$ cat config.mk
export PLATFORM = sky130hd
export DESIGN_NAME = motor_speed_pwm_integrator
export DESIGN_NICKNAME = d
export VERILOG_FILES = /design/src/msp_pkg.sv /design/src/msp_ctrl.sv /design/src/msp_dpath.sv /design/src/motor_speed_pwm_integrator.sv
export SDC_FILE = /design/constraint.sdc
export NUM_CORES = 2
export LEC_CHECK = 0
export BUFFER_PORTS_ARGS = -buffer_cell sky130_fd_sc_hd__buf_2
export CORE_ASPECT_RATIO = 2
export CORE_MARGIN = 3
export CORE_UTILIZATION = 59
export DETAILED_ROUTE_END_ITERATION = 10
export GPL_TIMING_DRIVEN = 0
export PLACE_DENSITY_LB_ADDON = 0.08
export REMOVE_ABC_BUFFERS = 1
export SYNTH_ARGS = -nofsm -noshare
export SYNTH_HDL_FRONTEND = slang
export SYNTH_HIERARCHICAL = 1
export SYNTH_SLANG_ARGS = --single-unit
$ cat constraint.sdc
create_clock -name clk -period 8.1 [get_ports clk]
set_clock_uncertainty 0.05 [all_clocks]
set_input_delay 0.81 -clock clk [delete_from_list [all_inputs] [get_ports clk]]
set_output_delay 0.81 -clock clk [all_outputs]
set_load 0.02 [all_outputs]
$ cat src/msp_pkg.sv
// ----------------------------------------------------------------------------
// msp_pkg: shared types and constants for the motor speed PWM integrator
// Register indexes, reset values, datapath widths, controller states and
// the command bundle from the controller to the datapath.
// ----------------------------------------------------------------------------
`timescale 1ns / 1ps
`default_nettype none

package msp_pkg;

	// configuration register indexes
	localparam logic [1:0] REG_CONTROL_FREQUENCY   = 2'd0;
	localparam logic [1:0] REG_PULSES_PER_ROTATION = 2'd1;
	localparam logic [1:0] REG_CHANNEL_COUNT       = 2'd2;
	localparam logic [1:0] REG_SPEED_GAIN          = 2'd3;

	localparam logic [13:0] FREQ_RESET  = 14'd100;
	localparam logic [15:0] PPR_RESET   = 16'd374;
	localparam logic [2:0]  CHAN_RESET  = 3'd2;
	localparam logic [9:0]  GAIN_RESET  = 10'd128;

	localparam int ACC_W    = 18;
	localparam int NUM_W    = 37;
	localparam int DEN_W    = 19;
	localparam int QUO_W    = 16;
	localparam int SUM_W    = 29;

	// 512.0 in Q10.8
	localparam logic [ACC_W-1:0] ACC_MAX = 18'd131072;
	localparam logic [QUO_W-1:0] RPM_MAX = 16'hFFFF;
	localparam logic [3:0]       DIV_LAST_BIT = 4'd15;

	typedef enum logic [2:0] {
		ST_IDLE,
		ST_MUL,
		ST_SCALE,
		ST_CHECK,
		ST_DIV,
		ST_ERR,
		ST_ACC,
		ST_EMIT
	} msp_state_t;

	typedef struct packed {
		logic load_in;
		logic mul;
		logic scale;
		logic check;
		logic div_step;
		logic err_mul;
		logic acc_upd;
		logic out_load;
	} msp_cmd_t;

endpackage

`default_nettype wire

$ cat src/msp_ctrl.sv
// ----------------------------------------------------------------------------
// msp_ctrl: sequencer for one control period
// Steps the datapath through multiply, scale, range check, sixteen divide
// iterations, gain multiply and accumulate, then hands off the result.
// ----------------------------------------------------------------------------
`timescale 1ns / 1ps
`default_nettype none

module msp_ctrl (
	input  wire logic             clk,
	input  wire logic             arst_n,
	input  wire logic             in_valid,
	output logic                  in_ready,
	output logic                  out_valid,
	input  wire logic             out_ready,
	output msp_pkg::msp_cmd_t     cmd
);

	msp_pkg::msp_state_t state_q, state_next;
	logic [3:0] bit_cnt_q;
	logic       out_valid_q;
	logic       out_free;

	assign out_free = !out_valid_q || out_ready;

	always_comb begin
		state_next = state_q;
		case (state_q)
			msp_pkg::ST_IDLE:  if (in_valid) state_next = msp_pkg::ST_MUL;
			msp_pkg::ST_MUL:   state_next = msp_pkg::ST_SCALE;
			msp_pkg::ST_SCALE: state_next = msp_pkg::ST_CHECK;
			msp_pkg::ST_CHECK: state_next = msp_pkg::ST_DIV;
			msp_pkg::ST_DIV:   if (bit_cnt_q == 4'd0) state_next = msp_pkg::ST_ERR;
			msp_pkg::ST_ERR:   state_next = msp_pkg::ST_ACC;
			msp_pkg::ST_ACC:   state_next = msp_pkg::ST_EMIT;
			msp_pkg::ST_EMIT:  if (out_free) state_next = msp_pkg::ST_IDLE;
			default:           state_next = msp_pkg::ST_IDLE;
		endcase
	end

	always_comb begin
		cmd      = '0;
		in_ready = 1'b0;
		case (state_q)
			msp_pkg::ST_IDLE: begin
				in_ready    = 1'b1;
				cmd.load_in = in_valid;
			end
			msp_pkg::ST_MUL:   cmd.mul      = 1'b1;
			msp_pkg::ST_SCALE: cmd.scale    = 1'b1;
			msp_pkg::ST_CHECK: cmd.check    = 1'b1;
			msp_pkg::ST_DIV:   cmd.div_step = 1'b1;
			msp_pkg::ST_ERR:   cmd.err_mul  = 1'b1;
			msp_pkg::ST_ACC:   cmd.acc_upd  = 1'b1;
			msp_pkg::ST_EMIT:  cmd.out_load = out_free;
			default: begin
				cmd      = '0;
				in_ready = 1'b0;
			end
		endcase
	end

	always_ff @(posedge clk or negedge arst_n) begin
		if (!arst_n) begin
			state_q     <= msp_pkg::ST_IDLE;
			bit_cnt_q   <= '0;
			out_valid_q <= 1'b0;
		end else begin
			state_q <= state_next;
			if (cmd.check)
				bit_cnt_q <= msp_pkg::DIV_LAST_BIT;
			else if (cmd.div_step)
				bit_cnt_q <= bit_cnt_q - 4'd1;
			// hold the result until taken; a new load replaces a taken one
			out_valid_q <= cmd.out_load || (out_valid_q && !out_ready);
		end
	end

	assign out_valid = out_valid_q;

endmodule

`default_nettype wire

$ cat src/msp_dpath.sv
// ----------------------------------------------------------------------------
// msp_dpath: speed measurement and PWM accumulator datapath
// Forms pulses*120*frequency, divides by pulses_per_rotation*channels one
// quotient bit per cycle with saturation, then applies the gain step.
// ----------------------------------------------------------------------------
`timescale 1ns / 1ps
`default_nettype none

module msp_dpath (
	input  wire logic               clk,
	input  wire logic               arst_n,
	input  wire msp_pkg::msp_cmd_t  cmd,
	input  wire logic [15:0]        pulse_count,
	input  wire logic signed [15:0] target_rpm,
	input  wire logic [13:0]        control_frequency,
	input  wire logic [15:0]        pulses_per_rotation,
	input  wire logic [2:0]         channel_count,
	input  wire logic [9:0]         speed_gain,
	output logic [9:0]              pwm_duty,
	output logic [15:0]             measured_rpm
);

	localparam int NW = msp_pkg::NUM_W;
	localparam int DW = msp_pkg::DEN_W;
	localparam int QW = msp_pkg::QUO_W;
	localparam int AW = msp_pkg::ACC_W;
	localparam int SW = msp_pkg::SUM_W;

	logic [15:0]           pulses_q;
	logic signed [15:0]    target_q;
	logic [29:0]           prod_q;
	logic [NW-1:0]         num_q;
	logic [DW-1:0]         den_q;
	logic                  sat_q;
	logic [DW:0]           part_q;
	logic [QW-1:0]         low_q;
	logic [QW-1:0]         quo_q;
	logic signed [SW-1:0]  step_q;
	logic [AW-1:0]         acc_q;
	logic [9:0]            duty_q;
	logic [15:0]           rpm_out_q;

	logic [NW-1:0]         num_next;
	logic [DW:0]           trial;
	logic                  trial_ge;
	logic [QW-1:0]         rpm;
	logic signed [17:0]    err;
	logic signed [SW-1:0]  sum;
	logic [AW-1:0]         acc_next;

	// times 120 = times 128 minus times 8
	assign num_next = {prod_q, 7'd0} - {4'd0, prod_q, 3'd0};

	assign trial    = {part_q[DW-1:0], low_q[QW-1]};
	assign trial_ge = trial >= {1'b0, den_q};

	assign rpm = sat_q ? msp_pkg::RPM_MAX : quo_q;
	assign err = $signed({{2{target_q[15]}}, target_q}) - $signed({2'b00, rpm});

	assign sum = $signed({{(SW-AW){1'b0}}, acc_q}) + step_q;

	always_comb begin
		if (sum < 0)
			acc_next = '0;
		else if (sum > $signed({{(SW-AW){1'b0}}, msp_pkg::ACC_MAX}))
			acc_next = msp_pkg::ACC_MAX;
		else
			acc_next = sum[AW-1:0];
	end

	always_ff @(posedge clk) begin
		if (cmd.load_in) begin
			pulses_q <= pulse_count;
			target_q <= target_rpm;
		end
		if (cmd.mul)
			prod_q <= 30'(pulses_q) * 30'(control_frequency);
		if (cmd.scale) begin
			num_q <= num_next;
			den_q <= DW'(pulses_per_rotation) * DW'(channel_count);
		end
		if (cmd.check) begin
			// quotient above 16 bits or zero divisor saturates
			sat_q  <= (den_q == '0) || (num_q[NW-1:QW] >= {2'b00, den_q});
			part_q <= num_q[QW+DW:QW];
			low_q  <= num_q[QW-1:0];
			quo_q  <= '0;
		end
		if (cmd.div_step) begin
			part_q <= trial_ge ? (trial - {1'b0, den_q}) : trial;
			low_q  <= {low_q[QW-2:0], 1'b0};
			quo_q  <= {quo_q[QW-2:0], trial_ge};
		end
		if (cmd.err_mul)
			step_q <= SW'($signed({1'b0, speed_gain})) * SW'(err);
		if (cmd.out_load) begin
			duty_q    <= acc_q[AW-1:8];
			rpm_out_q <= rpm;
		end
	end

	always_ff @(posedge clk or negedge arst_n) begin
		if (!arst_n)
			acc_q <= '0;
		else if (cmd.acc_upd)
			acc_q <= acc_next;
	end

	assign pwm_duty     = duty_q;
	assign measured_rpm = rpm_out_q;

endmodule

`default_nettype wire

$ cat src/motor_speed_pwm_integrator.sv
// ----------------------------------------------------------------------------
// motor_speed_pwm_integrator: incremental proportional speed controller
// Measures rpm from an encoder pulse count, applies a proportional gain to
// the speed error and integrates it into a clamped PWM duty value.
// ----------------------------------------------------------------------------
//  channel | handshake            | payload
//  --------+----------------------+------------------------------------------
//  in      | in_valid / in_ready  | pulse_count[15:0], target_rpm[15:0] signed
//  out     | out_valid/ out_ready | pwm_duty[9:0], measured_rpm[15:0]
//  cfg     | cfg_we               | cfg_index[1:0], cfg_wdata[15:0]
//
// A request passes through multiply, scale, range check, the 16 iterations
// of the bit-serial rpm divider, gain multiply, accumulate and emit. in_ready
// is high only while the sequencer is idle, so a new request is taken only
// once the last one has been emitted. A result waits in the output register,
// and a request already in flight stalls at its last step until that
// register is taken. Reset clears the accumulator and loads default config.
// ----------------------------------------------------------------------------
`timescale 1ns / 1ps
`default_nettype none

module motor_speed_pwm_integrator (
	input  wire logic               clk,
	input  wire logic               arst_n,
	input  wire logic               in_valid,
	output logic                    in_ready,
	input  wire logic [15:0]        pulse_count,
	input  wire logic signed [15:0] target_rpm,
	output logic                    out_valid,
	input  wire logic               out_ready,
	output logic [9:0]              pwm_duty,
	output logic [15:0]             measured_rpm,
	input  wire logic               cfg_we,
	input  wire logic [1:0]         cfg_index,
	input  wire logic [15:0]        cfg_wdata
);

	logic [13:0] freq_q;
	logic [15:0] ppr_q;
	logic [2:0]  chan_q;
	logic [9:0]  gain_q;

	msp_pkg::msp_cmd_t cmd;

	always_ff @(posedge clk or negedge arst_n) begin
		if (!arst_n) begin
			freq_q <= msp_pkg::FREQ_RESET;
			ppr_q  <= msp_pkg::PPR_RESET;
			chan_q <= msp_pkg::CHAN_RESET;
			gain_q <= msp_pkg::GAIN_RESET;
		end else if (cfg_we) begin
			case (cfg_index)
				msp_pkg::REG_CONTROL_FREQUENCY:   freq_q <= cfg_wdata[13:0];
				msp_pkg::REG_PULSES_PER_ROTATION: ppr_q  <= cfg_wdata;
				msp_pkg::REG_CHANNEL_COUNT:       chan_q <= cfg_wdata[2:0];
				msp_pkg::REG_SPEED_GAIN:          gain_q <= cfg_wdata[9:0];
				default: ;
			endcase
		end
	end

	msp_ctrl u_ctrl (
		.clk       (clk),
		.arst_n    (arst_n),
		.in_valid  (in_valid),
		.in_ready  (in_ready),
		.out_valid (out_valid),
		.out_ready (out_ready),
		.cmd       (cmd)
	);

	msp_dpath u_dpath (
		.clk                 (clk),
		.arst_n              (arst_n),
		.cmd                 (cmd),
		.pulse_count         (pulse_count),
		.target_rpm          (target_rpm),
		.control_frequency   (freq_q),
		.pulses_per_rotation (ppr_q),
		.channel_count       (chan_q),
		.speed_gain          (gain_q),
		.pwm_duty            (pwm_duty),
		.measured_rpm        (measured_rpm)
	);

endmodule

`default_nettype wire

[After elaboration in Yosys (flattened, before gate mapping)]
Cells that the tools add are included.
W data, S select, Z words.
Operators by class
  multipliers: 3
  reduce and logical (&&, ||, !) cells: 16
  magnitude comparators: 4
  add/subtract/negate cells: 5
  eq/ne operators: 13
  muxes and demuxes: 25
Operator list (number)
  $mux W16: 5
  $mux W19: 3
  $sub A37 B33 Y37: 1
  $mux W18: 2
  $mul A16 B14 Y30: 1
  $add A19 B29 Y29: 1
  $gt A29 B19 Y1 const B: 1
  $lt A29 B1 Y1 const B: 1
  $mul A11 B18 Y29: 1
  $pmux W3 S8: 1
  $ge A21 B19 Y1: 1
  $ge A20 B19 Y1: 1
  $logic_not A19 Y1: 1
  $mul A16 B3 Y19: 1
  $sub A19 B19 Y19: 1
  $sub A16 B17 Y18: 1
  $eq A3 B3 Y1 const B: 4
  $mux W1: 9
  $mux W3: 3
  $mux W4: 2
  $reduce_and A2 Y1: 4
  $eq A3 B2 Y1 const B: 2
  $eq A2 B2 Y1 const B: 2
  $logic_not A4 Y1: 1
  other kinds (12): 16
Storage, ports and cells
  logic and storage cells: 87
  output and inout port bits: 28
  flip-flop bits (word level): 294

[Longest topological paths before layout]
  depth after elaboration: 4
  gate-level depth with buffers: 33

[Hierarchy]
Netlist, hierarchy kept.
By module, submodules not included
  msp_dpath: cells each 2955, sequential area each 7026.7 µm², instances 1, area an instance 28616.2 µm²
  motor_speed_pwm_integrator: cells each 92, sequential area each 1089.8 µm², instances 1, area an instance 1649.1 µm²
  msp_ctrl: cells each 48, sequential area each 200.2 µm², instances 1, area an instance 449.2 µm²

[Worst setup path after synthesis]
Ideal clock, no wire load.
  path type: register to register
  start: register u_dpath.sat_q
  end: register u_dpath.step_q[24], data pin
  data arrival time: 7.480 ns
  stages on the path, launching flop included: 31
  setup slack: 0.312 ns
  required time: 7.792 ns
  clock period less this slack: 7.788 ns
  cell sequence: edfxtp_1 clkbuf_1 or2_2 ha_1 fa_1 nor2b_1 o21a_1 o21ai_0 a22oi_1 maj3_1 a2111oi_2 nor2_1 xor2_1 and2_1 fa_1 fa_1 fa_1 fa_1 inv_1 fa_1 inv_1 ha_1 a21o_1 a21oi_1 nor2b_1 a311oi_1 and2_1 o21ai_0 a21o_1 a211oi_1 nor2_1
On the way
  longest elaborated chain between the ends: 3
Ends and longest elaborated chain
  start, declared: line msp_dpath.sv:34  | logic sat_q;
  start signal, assigned: line msp_dpath.sv:84  | sat_q <= (den_q == '0) || (num_q[NW-1:QW] >= {2'b00, den_q});
  $mux W16: line msp_dpath.sv:57  | assign rpm = sat_q ? msp_pkg::RPM_MAX : quo_q;
  via u_dpath.rpm[0]: line msp_dpath.sv:46  | logic [QW-1:0] rpm;
  $sub A16 B17 Y18: line msp_dpath.sv:58  | assign err = $signed({{2{target_q[15]}}, target_q}) - $signed({2'b00, rpm});
  $mul A11 B18 Y29: line msp_dpath.sv:95  | step_q <= SW'($signed({1'b0, speed_gain})) * SW'(err);
  end signal, assigned: line msp_dpath.sv:95
  end, declared: line msp_dpath.sv:38  | logic signed [SW-1:0] step_q;
The timed path passes the listed nets, and every way through them passes these cells.
A chain may end at the register's enable or synchronous reset.

[Worst setup path in the final report]
Same ends and word-level chain as after synthesis.

==> results.cfg <==
[sta]
setup_violations = 0
fin_crit_sh_pct = 97.43
hold_viol = 0
fin_ws_ns = 0.2078
max_slew_margin_pct = 17.97
worst_slew_pin_slew_ns = 1.230
period_needed_ns = 7.892
drv_slew = 0
fmax_ghz = 0.1267

[worst_setup_path]
startpoint_type = flop
critPathKind = reg2reg
critPathMaxFanout = 5
max_stage_delay_ns = 0.60
r2r_start = u_dpath/sat_q$_DFFE_PP_
cp_slowest_cell = fa_1
crit_path_start = u_dpath/sat_q$_DFFE_PP_
cp.required_ns = 8.39
cp_data_arrival_time_ns = 8.18
path_common_cell = fa_1
crit_path_end_kind = flop

[grt]
grt_pass1_vias = 25180
antenna_found_initial = 3
overflow = 0
track_usage_pct = 30.06
grt_max_degree = 74
grt_pass1_wl_microns = 130000

[placement]
port_buffers = 82
hpwl_microns = 66160
place_congestion = 0.9858
place_ws_ns = -1.645

[synthesis]
ys_ff_latch = 288
synth_cells = 3095
yosysWarnings = 6
synth_edf_count = 219
ys_top_cells_by_area = fa_1 22%, edfxtp_1 21%, ha_1 11%
synth.top_cell.area_share_pct = 22.03
synth_cell_types = 95
syn-cell-area_sq_um = 30710
synth_area_leader_cell = fa_1
ys.flop_type = edfxtp_1
async_reset_ff_share_pct = 23.96
avgSynthCellArea_sq_um = 9.924
yosysSeqAreaShare_pct = 27.08

[routing]
dr_wl_met2_microns = 48100
wl_microns = 82750
drt_iter0_drc = 1319
antenna_left = 0
top_layer_used = met5
wl_per_cell_microns = 21.43
vias = 22990
first_pass_iters = 8
m1WireLength_microns = 25040
route.detailed.drc = 0
wl_met3_microns = 2523
via_per_inst = 5.955

[finish]
final_layout_size_suffix_gt1_share_pct = 11.85
fin_util_pct = 65.97
area_growth_pct = 10.04
nets = 3856

[run]
drv_cap = 0

[clock_network]
hold_buffers = 0
cts.sinks = 288
cts.path.max_buffers = 3
clk_pin_slew_ns = 0.07
cts_tree = built
cts_made_buffers = 29
clk_latency_ns = 0.60
h-tree-depth = 1
cts-root-buf = clkbuf_16

[die]
die_y_microns = 328.7
die_x_microns = 167.3
io_pins = 83
core_area_sq_um = 51240
placementRows = 117
floorplan.die_area_sq_um = 55000
start_util_pct = 59.95

[run_status]
outcome = completed

[min_path]
min_path_type = in2async
[per-layer routing]
metal / vias to the layer above / GRT usage, %
met5: - / 0
met4: 2 / 20.81
met3: 349 / 2.826
met2: 663 / 61.56
met1: 11540 / 26.39
li1: 10440 / -
[stage by stage]
stage | cells | instance area [sq um] | setup TNS [ns] | hold WS [ns]
floorplan | 3014 | 30380 | 0 | 0.4006
global placement | 3750 | 31610 | -10.85 | 0.4134
detailed placement | 3763 | 31840 | -13.12 | 0.4214
CTS | 3841 | 33270 | -0.1103 | 0.08632
global route | 3860 | 33800 | -0.3530 | 0.1052
finish | 3861 | 33800 | 0 | 0.09973
[cell type report]
class / count / area [sq um]
Multi-Input combinational cell: 2215 / 20770
Fill cell: 4150 / 17440
Antenna cell: 1 / 2.502
Sequential cell: 288 / 8317
Clock inverter: 15 / 142.6
Inverter: 511 / 1923
Clock buffer: 39 / 824.5
Tap cell: 654 / 818.3
Timing Repair Buffer: 138 / 998.5
[timing repair]
| action | CTS | global route |
|---|---|---|
| pin swaps | 12 | 45 |
| resized for setup | 40 | 71 |
| buffers inserted | 24 | 19 |
| endpoints found under the setup margin | 17 | 8 |
[critical path, delay by kind of cell (launching register included)]
| kind | cells | cell delay [ns] |
|---|---|---|
| flops | 1 | 0.46 |
| fa+ha+maj | 9 | 3.65 |
| buf+inv | 4 | 0.39 |
| simple gates | 7 | 1.30 |
| compound gates | 11 | 1.78 |
[synthesized netlist by cell type, types with 57 or more instances]
library cell / number
inv_1: 510
nand2_1: 340
fa_1: 338
ha_1: 280
edfxtp_1: 219
and2_1: 205
a21oi_1: 134
nor2_1: 110
xnor2_1: 103
o21ai_0: 73
clkbuf_1: 70
dfrtp_1: 58
mux2_2: 57
[sequential cells by signal, summed over array words and instances, names as in the netlist]
register / flops
u_dpath/quo_q: 16
u_dpath/num_q: 34
u_dpath/measured_rpm: 16
chan_q: 3
freq_q: 14
u_ctrl/bit_cnt_q: 4
u_ctrl/state_q: 3
u_dpath/prod_q: 30
u_dpath/acc_q: 18
u_dpath/pwm_duty: 10
ppr_q: 16
u_dpath/sat_q: 1
u_ctrl/out_valid: 1
u_dpath/part_q: 19
u_dpath/low_q: 13
u_dpath/den_q: 19
u_dpath/target_q: 16
u_dpath/step_q: 29
u_dpath/pulses_q: 16
gain_q: 10
[path summary, 6_finish.rpt]
| path | end | slack (ns) | depth (start not counted) |
|---|---|---|---|
| worst min register to register | u_dpath/pwm_duty[1]$_DFFE_PP_ | 0.44 | 0 |
| worst max register to register | u_dpath/step_q[24]$_DFFE_PP_ | 0.21 | 31 |
| worst min-delay path | u_dpath/acc_q[16]$_DFFE_PN0P_ | 0.1 | 1 |
| max in group asynchronous | freq_q[2]$_DFFE_PN1P_ | 7.25 | 2 |
| worst max-delay path | u_dpath/step_q[24]$_DFFE_PP_ | 0.21 | 31 |
| min in group clk | u_dpath/target_q[14]$_DFFE_PP_ | 0.34 | 1 |
[logic make-up (layout without fill, tap and decap cells)]
kind of cell | Yosys count | after routing | share of synthesized area, %
compound gates | 469 | 469 | 10.44
simple gates | 911 | 911 | 14.94
flops | 288 | 288 | 27.08
mux | 73 | 73 | 2.611
xor+xnor | 143 | 143 | 4.102
fa+ha+maj | 619 | 619 | 33.47
buf+inv | 592 | 703 | 7.353
other cells | 0 | 1 | 0
[cells in the final DEF, fill, tap and decap left out, types with 49 or more instances in the layout]
master,instances
nor2_1,102
and2_1,202
a21o_1,49
mux2_2,57
fa_1,336
a21oi_1,125
xnor2_1,94
ha_1,267
inv_1,509
o21ai_0,64
buf_2,81
edfxtp_1,219
dfrtp_1,58
nand2_1,338
Power is left out: the tool's default activity adds up to more than one toggle a clock period on the data nets, which glitch-free logic cannot reach.
